`config.mk`:
```
export PLATFORM = sky130hd
export DESIGN_NAME = vga_line_sequencer
export DESIGN_NICKNAME = d
export VERILOG_FILES = /design/src/vls_pkg.sv /design/src/vls_cfg_regs.sv /design/src/vls_timing.sv /design/src/vls_xfer.sv /design/src/vga_line_sequencer.sv
export SDC_FILE = /design/constraint.sdc
export NUM_CORES = 1
export LEC_CHECK = 0
export BUFFER_PORTS_ARGS = -buffer_cell sky130_fd_sc_hd__buf_2
export CELL_PAD_IN_SITES_DETAIL_PLACEMENT = 1
export CELL_PAD_IN_SITES_GLOBAL_PLACEMENT = 1
export CORE_MARGIN = 3
export CORE_UTILIZATION = 46
export CTS_CLUSTER_DIAMETER = 150
export CTS_CLUSTER_SIZE = 24
export DETAILED_ROUTE_END_ITERATION = 10
export PLACE_DENSITY_LB_ADDON = 0.15
export SLEW_MARGIN = 10
export SYNTH_ARGS = -nofsm -noshare
export SYNTH_HDL_FRONTEND = slang
export SYNTH_SLANG_ARGS = --single-unit
export TNS_END_PERCENT = 1
```
`constraint.sdc`:
```
create_clock -name i_clk -period 6.4 [get_ports i_clk]
set_input_delay 1.28 -clock i_clk [delete_from_list [all_inputs] [get_ports i_clk]]
set_output_delay 1.28 -clock i_clk [all_outputs]
set_load 0.01 [all_outputs]
```
`src/vls_pkg.sv`:
```
// Shared types, constants and register codes for the VGA line sequencer.
// No dependencies; every other file in src imports this package.
package vls_pkg;

    // Field widths
    localparam int LINE_W   = 12;
    localparam int PIX_W    = 12;
    localparam int PERIOD_W = 8;
    localparam int SAV_W    = 13;
    localparam int COUNT_W  = 12;

    // Configuration port
    localparam int CFG_IDX_W  = 3;
    localparam int CFG_DATA_W = 12;

    // Stream widths
    localparam int S_DATA_W = 32;
    localparam int M_DATA_W = 48;

    // Longest line buffer, in pixels
    localparam logic [PIX_W-1:0] MAX_LINE_PIXELS = 12'd2200;

    // Pixel period above which a timer paces the transfer
    localparam logic [PERIOD_W-1:0] TIMER_PERIOD_MIN = 8'd4;

    // Frame phase bits
    localparam int DISPLAYED_BIT = 1;
    localparam int RENDERED_BIT  = 0;

    // Register reset values
    localparam logic [LINE_W-1:0] RST_VSYNC_START = 12'd490;
    localparam logic [LINE_W-1:0] RST_VSYNC_END   = 12'd492;
    localparam logic [LINE_W-1:0] RST_VIDEO_START = 12'd45;
    localparam logic [LINE_W-1:0] RST_VIDEO_END   = 12'd525;
    localparam logic [LINE_W-1:0] RST_SAV_BASE    = 12'd144;

    // Register indexes
    typedef enum logic [CFG_IDX_W-1:0] {
        REG_VSYNC_START = 3'd0,
        REG_VSYNC_END   = 3'd1,
        REG_VIDEO_START = 3'd2,
        REG_VIDEO_END   = 3'd3,
        REG_SAV_BASE    = 3'd4,
        REG_VSYNC_NEG   = 3'd5
    } t_cfg_idx;

    // Gray-coded frame phase
    typedef enum logic [1:0] {
        PH_BLANK     = 2'b00,
        PH_STARTING  = 2'b01,
        PH_ACTIVE    = 2'b11,
        PH_FINISHING = 2'b10
    } t_phase;

    // DMA transfer unit
    typedef enum logic [1:0] {
        XU_BYTE = 2'd0,
        XU_HALF = 2'd1,
        XU_WORD = 2'd2
    } t_xfer_unit;

    // Configuration register set
    typedef struct packed {
        logic [LINE_W-1:0] vs_first_line;
        logic [LINE_W-1:0] vs_last_line;
        logic [LINE_W-1:0] act_first_line;
        logic [LINE_W-1:0] frame_lines;
        logic [LINE_W-1:0] sav_base;
        logic              vsync_negative;
    } t_cfg;

    // Vertical timing result of one event
    typedef struct packed {
        logic [LINE_W-1:0] line_number;
        t_phase            frame_state;
        logic              vs_level;
        logic              band_take;
        logic              vert_blank;
    } t_line_res;

    // DMA set-up result of one event
    typedef struct packed {
        t_xfer_unit         transfer_unit;
        logic [COUNT_W-1:0] transfer_count;
        logic               use_pixel_timer;
    } t_xfer_res;

endpackage

```
`src/vls_cfg_regs.sv`:
```
// Configuration register file of the VGA line sequencer.
// Depends on vls_pkg for register codes, reset values and the t_cfg struct.
module vls_cfg_regs (
    input  logic                           i_clk,
    input  logic                           i_rst_n,
    input  logic                           i_cfg_we,
    input  logic [vls_pkg::CFG_IDX_W-1:0]  i_cfg_index,
    input  logic [vls_pkg::CFG_DATA_W-1:0] i_cfg_data,
    output vls_pkg::t_cfg                  o_cfg
);
    import vls_pkg::*;

    t_cfg r_cfg;
    t_cfg n_cfg;

    // Decode the write; unknown indexes leave the set unchanged
    always_comb begin
        n_cfg = r_cfg;
        if (i_cfg_we) begin
            case (t_cfg_idx'(i_cfg_index))
                REG_VSYNC_START: n_cfg.vs_first_line  = i_cfg_data;
                REG_VSYNC_END:   n_cfg.vs_last_line   = i_cfg_data;
                REG_VIDEO_START: n_cfg.act_first_line = i_cfg_data;
                REG_VIDEO_END:   n_cfg.frame_lines    = i_cfg_data;
                REG_SAV_BASE:    n_cfg.sav_base       = i_cfg_data;
                REG_VSYNC_NEG:   n_cfg.vsync_negative = i_cfg_data[0];
                default:         n_cfg = r_cfg;
            endcase
        end
    end

    // Hold the registers, load reset values on reset
    always_ff @(posedge i_clk) begin
        if (!i_rst_n) begin
            r_cfg.vs_first_line  <= RST_VSYNC_START;
            r_cfg.vs_last_line   <= RST_VSYNC_END;
            r_cfg.act_first_line <= RST_VIDEO_START;
            r_cfg.frame_lines    <= RST_VIDEO_END;
            r_cfg.sav_base       <= RST_SAV_BASE;
            r_cfg.vsync_negative <= 1'b0;
        end else begin
            r_cfg <= n_cfg;
        end
    end

    assign o_cfg = r_cfg;

endmodule

```
`src/vls_timing.sv`:
```
// Vertical timing state: line counter, vsync level and Gray-coded frame phase.
// Depends on vls_pkg for t_cfg, t_phase and t_line_res.
module vls_timing (
    input  logic               i_clk,
    input  logic               i_rst_n,
    input  logic               i_advance,
    input  vls_pkg::t_cfg      i_cfg,
    output vls_pkg::t_line_res o_res
);
    import vls_pkg::*;

    logic [LINE_W-1:0] r_line;
    logic [LINE_W-1:0] n_line;
    t_phase            r_phase;
    t_phase            n_phase;
    logic              r_vsync;
    logic              n_vsync;
    logic              n_take;

    logic [LINE_W-1:0] w_step;
    logic              w_vs_hit;
    logic              w_start_m1;
    logic              w_start_hit;
    logic              w_end_m1;
    logic              w_end_hit;

    // Line compares against the incremented counter
    assign w_step      = r_line + 1'b1;
    assign w_vs_hit    = (w_step == i_cfg.vs_first_line) ||
                         (w_step == i_cfg.vs_last_line);
    assign w_start_m1  = (i_cfg.act_first_line != '0) &&
                         (w_step == i_cfg.act_first_line - 1'b1);
    assign w_start_hit = (w_step == i_cfg.act_first_line);
    assign w_end_m1    = (i_cfg.frame_lines != '0) &&
                         (w_step == i_cfg.frame_lines - 1'b1);
    assign w_end_hit   = (w_step == i_cfg.frame_lines);

    // Next state: vsync first, then the phase tests in priority order
    always_comb begin
        n_line  = w_step;
        n_phase = r_phase;
        n_vsync = r_vsync;
        if (w_vs_hit) begin
            n_vsync = ~r_vsync;
        end else if (w_start_m1) begin
            n_phase = PH_STARTING;
        end else if (w_start_hit) begin
            n_phase = PH_ACTIVE;
        end else if (w_end_m1) begin
            n_phase = PH_FINISHING;
        end else if (w_end_hit) begin
            n_phase = PH_BLANK;
            n_line  = '0;
        end
    end

    // Outputs: the state after this event
    always_comb begin
        n_take            = !w_vs_hit && w_start_m1;
        o_res.line_number = n_line;
        o_res.frame_state = n_phase;
        o_res.vs_level    = n_vsync ^ i_cfg.vsync_negative;
        o_res.band_take   = n_take;
        o_res.vert_blank  = (n_line < i_cfg.act_first_line);
    end

    // Advance the state once per transaction
    always_ff @(posedge i_clk) begin
        if (!i_rst_n) begin
            r_line  <= '0;
            r_phase <= PH_BLANK;
            r_vsync <= 1'b0;
        end else if (i_advance) begin
            r_line  <= n_line;
            r_phase <= n_phase;
            r_vsync <= n_vsync;
        end
    end

endmodule

```
`src/vls_xfer.sv`:
```
// DMA set-up for one line buffer: transfer unit, item count and timer pacing.
// Depends on vls_pkg for widths, limits and t_xfer_res.
module vls_xfer (
    input  logic [vls_pkg::PIX_W-1:0]    i_line_length,
    input  logic [vls_pkg::PERIOD_W-1:0] i_pixel_period,
    input  logic                         i_displayed,
    output vls_pkg::t_xfer_res           o_res
);
    import vls_pkg::*;

    logic [PIX_W-1:0]   w_len;
    t_xfer_unit         w_unit;
    logic               w_timer;
    logic [COUNT_W:0]   w_count;
    logic [COUNT_W-1:0] w_count_sat;

    // Clamp the length and pick the widest unit it divides into
    always_comb begin
        w_len = (i_line_length > MAX_LINE_PIXELS) ? MAX_LINE_PIXELS : i_line_length;
        case (w_len[1:0])
            2'd0:    w_unit = XU_WORD;
            2'd2:    w_unit = XU_HALF;
            default: w_unit = XU_BYTE;
        endcase
        w_timer = (i_pixel_period > TIMER_PERIOD_MIN);
    end

    // Count bytes plus one unit when timer-paced, else units plus one; saturate
    always_comb begin
        if (w_timer) begin
            case (w_unit)
                XU_WORD: w_count = {1'b0, w_len} + (COUNT_W+1)'(4);
                XU_HALF: w_count = {1'b0, w_len} + (COUNT_W+1)'(2);
                default: w_count = {1'b0, w_len} + (COUNT_W+1)'(1);
            endcase
        end else begin
            case (w_unit)
                XU_WORD: w_count = {3'b000, w_len[PIX_W-1:2]} + (COUNT_W+1)'(1);
                XU_HALF: w_count = {2'b00, w_len[PIX_W-1:1]} + (COUNT_W+1)'(1);
                default: w_count = {1'b0, w_len} + (COUNT_W+1)'(1);
            endcase
        end
        w_count_sat = w_count[COUNT_W] ? {COUNT_W{1'b1}} : w_count[COUNT_W-1:0];
    end

    // Drop everything while the line is not displayed
    always_comb begin
        if (i_displayed) begin
            o_res.transfer_unit   = w_unit;
            o_res.transfer_count  = w_count_sat;
            o_res.use_pixel_timer = w_timer;
        end else begin
            o_res.transfer_unit   = XU_BYTE;
            o_res.transfer_count  = '0;
            o_res.use_pixel_timer = 1'b0;
        end
    end

endmodule

```
`src/vga_line_sequencer.sv`:
```
// VGA line sequencer: one end-of-active-video transaction in, one line result out.
// Registered through an input register, then a result register; throughput 1 per cycle
// while the result stream is not stalled, updating line counter, vsync and phase.
// Synchronous active-low reset clears line counter, phase (blank), vsync and both
// valid flags, and loads the configuration reset values.
// Depends on vls_pkg, vls_cfg_regs, vls_timing and vls_xfer.
module vga_line_sequencer (
    input  logic                           i_clk,
    input  logic                           i_rst_n,
    // Configuration write port
    input  logic                           i_cfg_we,
    input  logic [vls_pkg::CFG_IDX_W-1:0]  i_cfg_index,
    input  logic [vls_pkg::CFG_DATA_W-1:0] i_cfg_data,
    // Event stream in
    input  logic                           s_axis_tvalid,
    output logic                           s_axis_tready,
    // tdata: line_offset[11:0], line_length[23:12], pixel_period[31:24]
    input  logic [vls_pkg::S_DATA_W-1:0]   s_axis_tdata,
    // Result stream out
    output logic                           m_axis_tvalid,
    input  logic                           m_axis_tready,
    // tdata: line_number[11:0], frame_state[13:12], vs_level[14], band_take[15],
    // vert_blank[16], displayed[17], rendered[18], sav_compare[31:19],
    // transfer_unit[33:32], transfer_count[45:34], use_pixel_timer[46], zero[47]
    output logic [vls_pkg::M_DATA_W-1:0]   m_axis_tdata
);
    import vls_pkg::*;

    t_cfg      w_cfg;
    t_line_res w_line;
    t_xfer_res w_xfer;

    logic                  r_in_valid;
    logic [S_DATA_W-1:0]   r_in_data;
    logic                  r_out_valid;
    logic [M_DATA_W-1:0]   r_out_data;

    logic                  w_in_accept;
    logic                  w_advance;
    logic [PIX_W-1:0]      w_offset;
    logic [PIX_W-1:0]      w_length;
    logic [PERIOD_W-1:0]   w_period;
    logic [SAV_W-1:0]      w_sav;
    logic                  w_displayed;
    logic [M_DATA_W-1:0]   n_out_data;

    // Handshake: move a transaction when the result register is free or draining
    assign w_advance     = r_in_valid && (!r_out_valid || m_axis_tready);
    assign s_axis_tready = !r_in_valid || w_advance;
    assign w_in_accept   = s_axis_tvalid && s_axis_tready;

    // Unpack the held input transaction
    assign w_offset = r_in_data[PIX_W-1:0];
    assign w_length = r_in_data[2*PIX_W-1:PIX_W];
    assign w_period = r_in_data[2*PIX_W+PERIOD_W-1:2*PIX_W];

    vls_cfg_regs u_cfg (
        .i_clk       (i_clk),
        .i_rst_n     (i_rst_n),
        .i_cfg_we    (i_cfg_we),
        .i_cfg_index (i_cfg_index),
        .i_cfg_data  (i_cfg_data),
        .o_cfg       (w_cfg)
    );

    vls_timing u_timing (
        .i_clk     (i_clk),
        .i_rst_n   (i_rst_n),
        .i_advance (w_advance),
        .i_cfg     (w_cfg),
        .o_res     (w_line)
    );

    assign w_displayed = w_line.frame_state[DISPLAYED_BIT];

    vls_xfer u_xfer (
        .i_line_length  (w_length),
        .i_pixel_period (w_period),
        .i_displayed    (w_displayed),
        .o_res          (w_xfer)
    );

    // Start-of-video compare
    assign w_sav = {1'b0, w_cfg.sav_base} + {1'b0, w_offset};

    // Pack the result transaction
    assign n_out_data = {
        1'b0,
        w_xfer.use_pixel_timer,
        w_xfer.transfer_count,
        w_xfer.transfer_unit,
        w_sav,
        w_line.frame_state[RENDERED_BIT],
        w_line.frame_state[DISPLAYED_BIT],
        w_line.vert_blank,
        w_line.band_take,
        w_line.vs_level,
        w_line.frame_state,
        w_line.line_number
    };

    // Valid flags
    always_ff @(posedge i_clk) begin
        if (!i_rst_n) begin
            r_in_valid  <= 1'b0;
            r_out_valid <= 1'b0;
        end else begin
            if (w_in_accept) begin
                r_in_valid <= 1'b1;
            end else if (w_advance) begin
                r_in_valid <= 1'b0;
            end
            if (w_advance) begin
                r_out_valid <= 1'b1;
            end else if (m_axis_tready) begin
                r_out_valid <= 1'b0;
            end
        end
    end

    // Payload registers
    always_ff @(posedge i_clk) begin
        if (w_in_accept) begin
            r_in_data <= s_axis_tdata;
        end
        if (w_advance) begin
            r_out_data <= n_out_data;
        end
    end

    assign m_axis_tvalid = r_out_valid;
    assign m_axis_tdata  = r_out_data;

endmodule
```
==> results by group <==
Finish
  • Share of cells above drive strength 1: between 10 and 15%
  • Fillers: 2319
  • Nets@finish: 1145
  • Fin area: 0.01051 mm^2
  • Antenna diodes: 0
  • Register Area: 0.003874 mm^2
  • Final design utilization: 53.46%
  • Fin cells: ~1300
  • P&R area growth vs syn: 13.21%
  • Area of the multi-input gates: 0.005025 mm^2

Global routing
  • Initial antenna violation count: 0
  • GRT Residual Overflow: 0
  • Largest net degree at the start of global routing: 46
  • First-pass GRT wire length: 43530 um
  • Number of global-route vias before repair: 7755
  • All-Layer GR Usage: between 20% and 30%

CTS
  • Clock buffer count from CTS: 17
  • Clock Path Buffers: 2
  • CTS tree: yes
  • Post-CTS setup buffers: 0
  • Root Buffer: clkbuf_16
  • Clock H-tree levels: 4
  • Reg clk slew, reported paths: 0.06 ns
  • Post-cts resize count: 0
  • Cts hold-fix bufs: 0
  • Clk Latency, worst-skew pair: 0.44 ns
  • Clk sinks: 155

Placed design
  • Worst slack, placed: between 1 and 1.5 ns
  • # placed instances: 1308
  • Gpl congestion: 0.9462
  • IO Port Bufs: 100
  • DP Area: 0.009922 mm^2
  • Hpwl dp: 20420 um

Die
  • IO Count: a little over 100
  • Core area: slightly below 0.02 mm^2
  • Starting density of the core: 47.22%
  • Die height: about 150 um
  • Die span in x: 148.0 um
  • Row cnt: 51
  • Die area: 0.02191 mm^2

Yosys
  • Area of the mapped netlist: 0.009280 mm^2
  • Number of synthesized flops with an enable pin: 77
  • Sequential area share after synthesis: 41.74%
  • Ys async rst share: 0%
  • Synth Instances: 992
  • Top cell type's share of synthesized area: roughly a quarter
  • Post-synth top area cell: edfxtp_1
  • Yosys warnings: 0
  • Most common cell in the netlist: nand2_1
  • Top cells by area, synth: edfxtp_1 (25%), dfxtp_1 (17%), nand2_1 (6.7%), xnor3_1 (4.6%), xnor2_1 (4.4%)
  • Main synth FF type: dfxtp_1
  • Netlist cell types: 75
  • FF+latch count, synth: 155
  • Syn Area/Cell: 9.355 um^2
  • Post-synth top cells: nand2_1 (165), nor2_1 (85), dfxtp_1 (78), edfxtp_1 (77), xnor2_1 (47)
  • Syn_nets: 1075

Critical path
  • WP data arrival: 5.71 ns
  • Critical Path RT: 6.69 ns
  • Crit-path max FO: 25
  • CP Launch Type: register
  • Critical Setup Path Class: register to register
  • Endpoint class of the critical path: register

Routing
  • Via count: about 7800
  • WL final: 27410 um
  • Post-DRT Antenna Nets: 0
  • Drt first pass iters: 5
  • Initial DRC count: 467
  • Vias per cell: 5.806
  • WL/cell: 20.46 um
  • DRC: 0

STA
  • Fmax: ~0.18 GHz
  • RSZ-0062 raised after global routing: no
  • Worst Tran Pin Value: 0.9371 ns
  • Worst Clk Skew: 0.01171 ns
  • Hold Vio Cnt, Final: 0
  • Tcrit/Tclk final: between 80 and 90%
  • Worst setup slack after layout: 0.9825 ns
  • Fin Hold WS: 0.4726 ns
  • Total negative slack: 0 ns
  • Max-slew headroom: 37.30%
  • Setup violators final: 0
  • Slew Viols, Final: 0
  • Fin crit period: 5.418 ns

Power and ir drop
  • Worst ir drop on vdd: 0.1814 mV
  • Static leakage: 4.160 nW
  • Total power: 2.345 mW
  • Pwr Density: 223.2 mW/mm^2

Run
  • Max-cap viol count: 0

Outcome
  • Status: finished clean

Worst hold path
  • Hold crit path type: register to register
state kept, by name (all words and copies together) (netlist names):
signal / count
m_axis_tdata: 45
m_axis_tvalid: 1
r_in_data: 32
r_in_valid: 1
u_cfg.o_cfg: 61
u_timing.r_line: 12
u_timing.r_phase: 2
u_timing.r_vsync: 1
final timing paths:
kind	start	end	slack [ns]	cells after the start
max	u_timing.r_line[0]	m_axis_tdata[16]	0.98	20
max reg2reg	u_timing.r_line[0]	m_axis_tdata[16]	0.98	20
min reg2reg	u_cfg.o_cfg[12]	u_cfg.o_cfg[12]	0.47	2
min	u_cfg.o_cfg[12]	u_cfg.o_cfg[12]	0.47	2
cell type report:
| class | instances | area share, % |
|---|---|---|
| repair buffers | 109 | 5.407 |
| clock buffers | 18 | 4.085 |
| multi-input cells | 746 | 47.83 |
| clock inverters | 14 | 1.477 |
| flip-flops and latches | 155 | 36.87 |
| well taps | 265 | 3.156 |
| inverters | 33 | 1.179 |
placed cells by master, fill, tap and decap left out, types with 5 or more instances in the layout:
| master | count |
|---|---|
| nand2_1 | 165 |
| edfxtp_1 | 77 |
| o211ai_1 | 10 |
| and3_1 | 7 |
| o31a_1 | 5 |
| a22oi_1 | 7 |
| mux2i_1 | 7 |
| a21o_1 | 9 |
| a21oi_1 | 26 |
| o31ai_1 | 7 |
| a32oi_1 | 6 |
| and2_1 | 8 |
| clkbuf_16 | 17 |
| nor2_1 | 85 |
| nor2b_1 | 19 |
| inv_1 | 32 |
| xnor2_1 | 47 |
| nand2b_1 | 11 |
| nand3_1 | 45 |
| ha_1 | 30 |
| buf_4 | 9 |
| buf_2 | 100 |
| xor2_1 | 22 |
| nor4_1 | 9 |
| nand4_1 | 13 |
| o21a_1 | 5 |
| a31oi_1 | 5 |
| a21boi_0 | 41 |
| o21ai_0 | 34 |
| dfxtp_1 | 78 |
| xnor3_1 | 19 |
| nor3_1 | 27 |
metal layers:
metal | global-route usage [%] | share of wire, % | vias to the layer above
met1 | 35.30 | 45 | 3795
met2 | 40.33 | 46 | 273
li1 | - | - | 3667
met5 | 0 | 0 | -
met4 | 7.483 | 2.1 | 0
met3 | 5.334 | 6.5 | 45
kinds of logic after synthesis:
family | after synthesis | synth area share, %
XOR/XNOR | 91 | 11.81
AO/OA/AOI/OAI | 195 | 15.05
flip-flops | 155 | 41.74
multiplexers | 7 | 0.7551
other | 1 | 0.04041
adder cells (fa/ha/maj) | 31 | 4.260
AND/OR/NAND/NOR | 421 | 22.15
buffers and inverters | 91 | 4.193
report_power, final:
part | switching, mW | total (mW) | internal (mW)
clock network | 0.460 | 1.01 | 0.551
logic | 0.133 | 0.221 | 0.0879
registers | 0.0329 | 1.11 | 1.08
total | 0.625 | 2.34 | 1.72
critical path, stage by stage, from the launching register on:
cell and delay (ns):
dfxtp_1 0.69, ha_1 0.50, nand3_4 0.20, o21a_1 0.32, nor2_1 0.45, xnor2_1 0.19
nand4_1 0.16, or4b_2 0.70, o2111a_4 0.29, nor2_1 0.21, ha_1 0.28, a21o_1 0.16
a21o_1 0.17, a21o_1 0.17, a21oi_1 0.14, nor2b_1 0.06, o21ai_0 0.14, nand2b_1 0.07
a21oi_1 0.16, o31ai_1 0.09, a21oi_1 0.11
No activity file was read; power rests on OpenSTA's default activity.
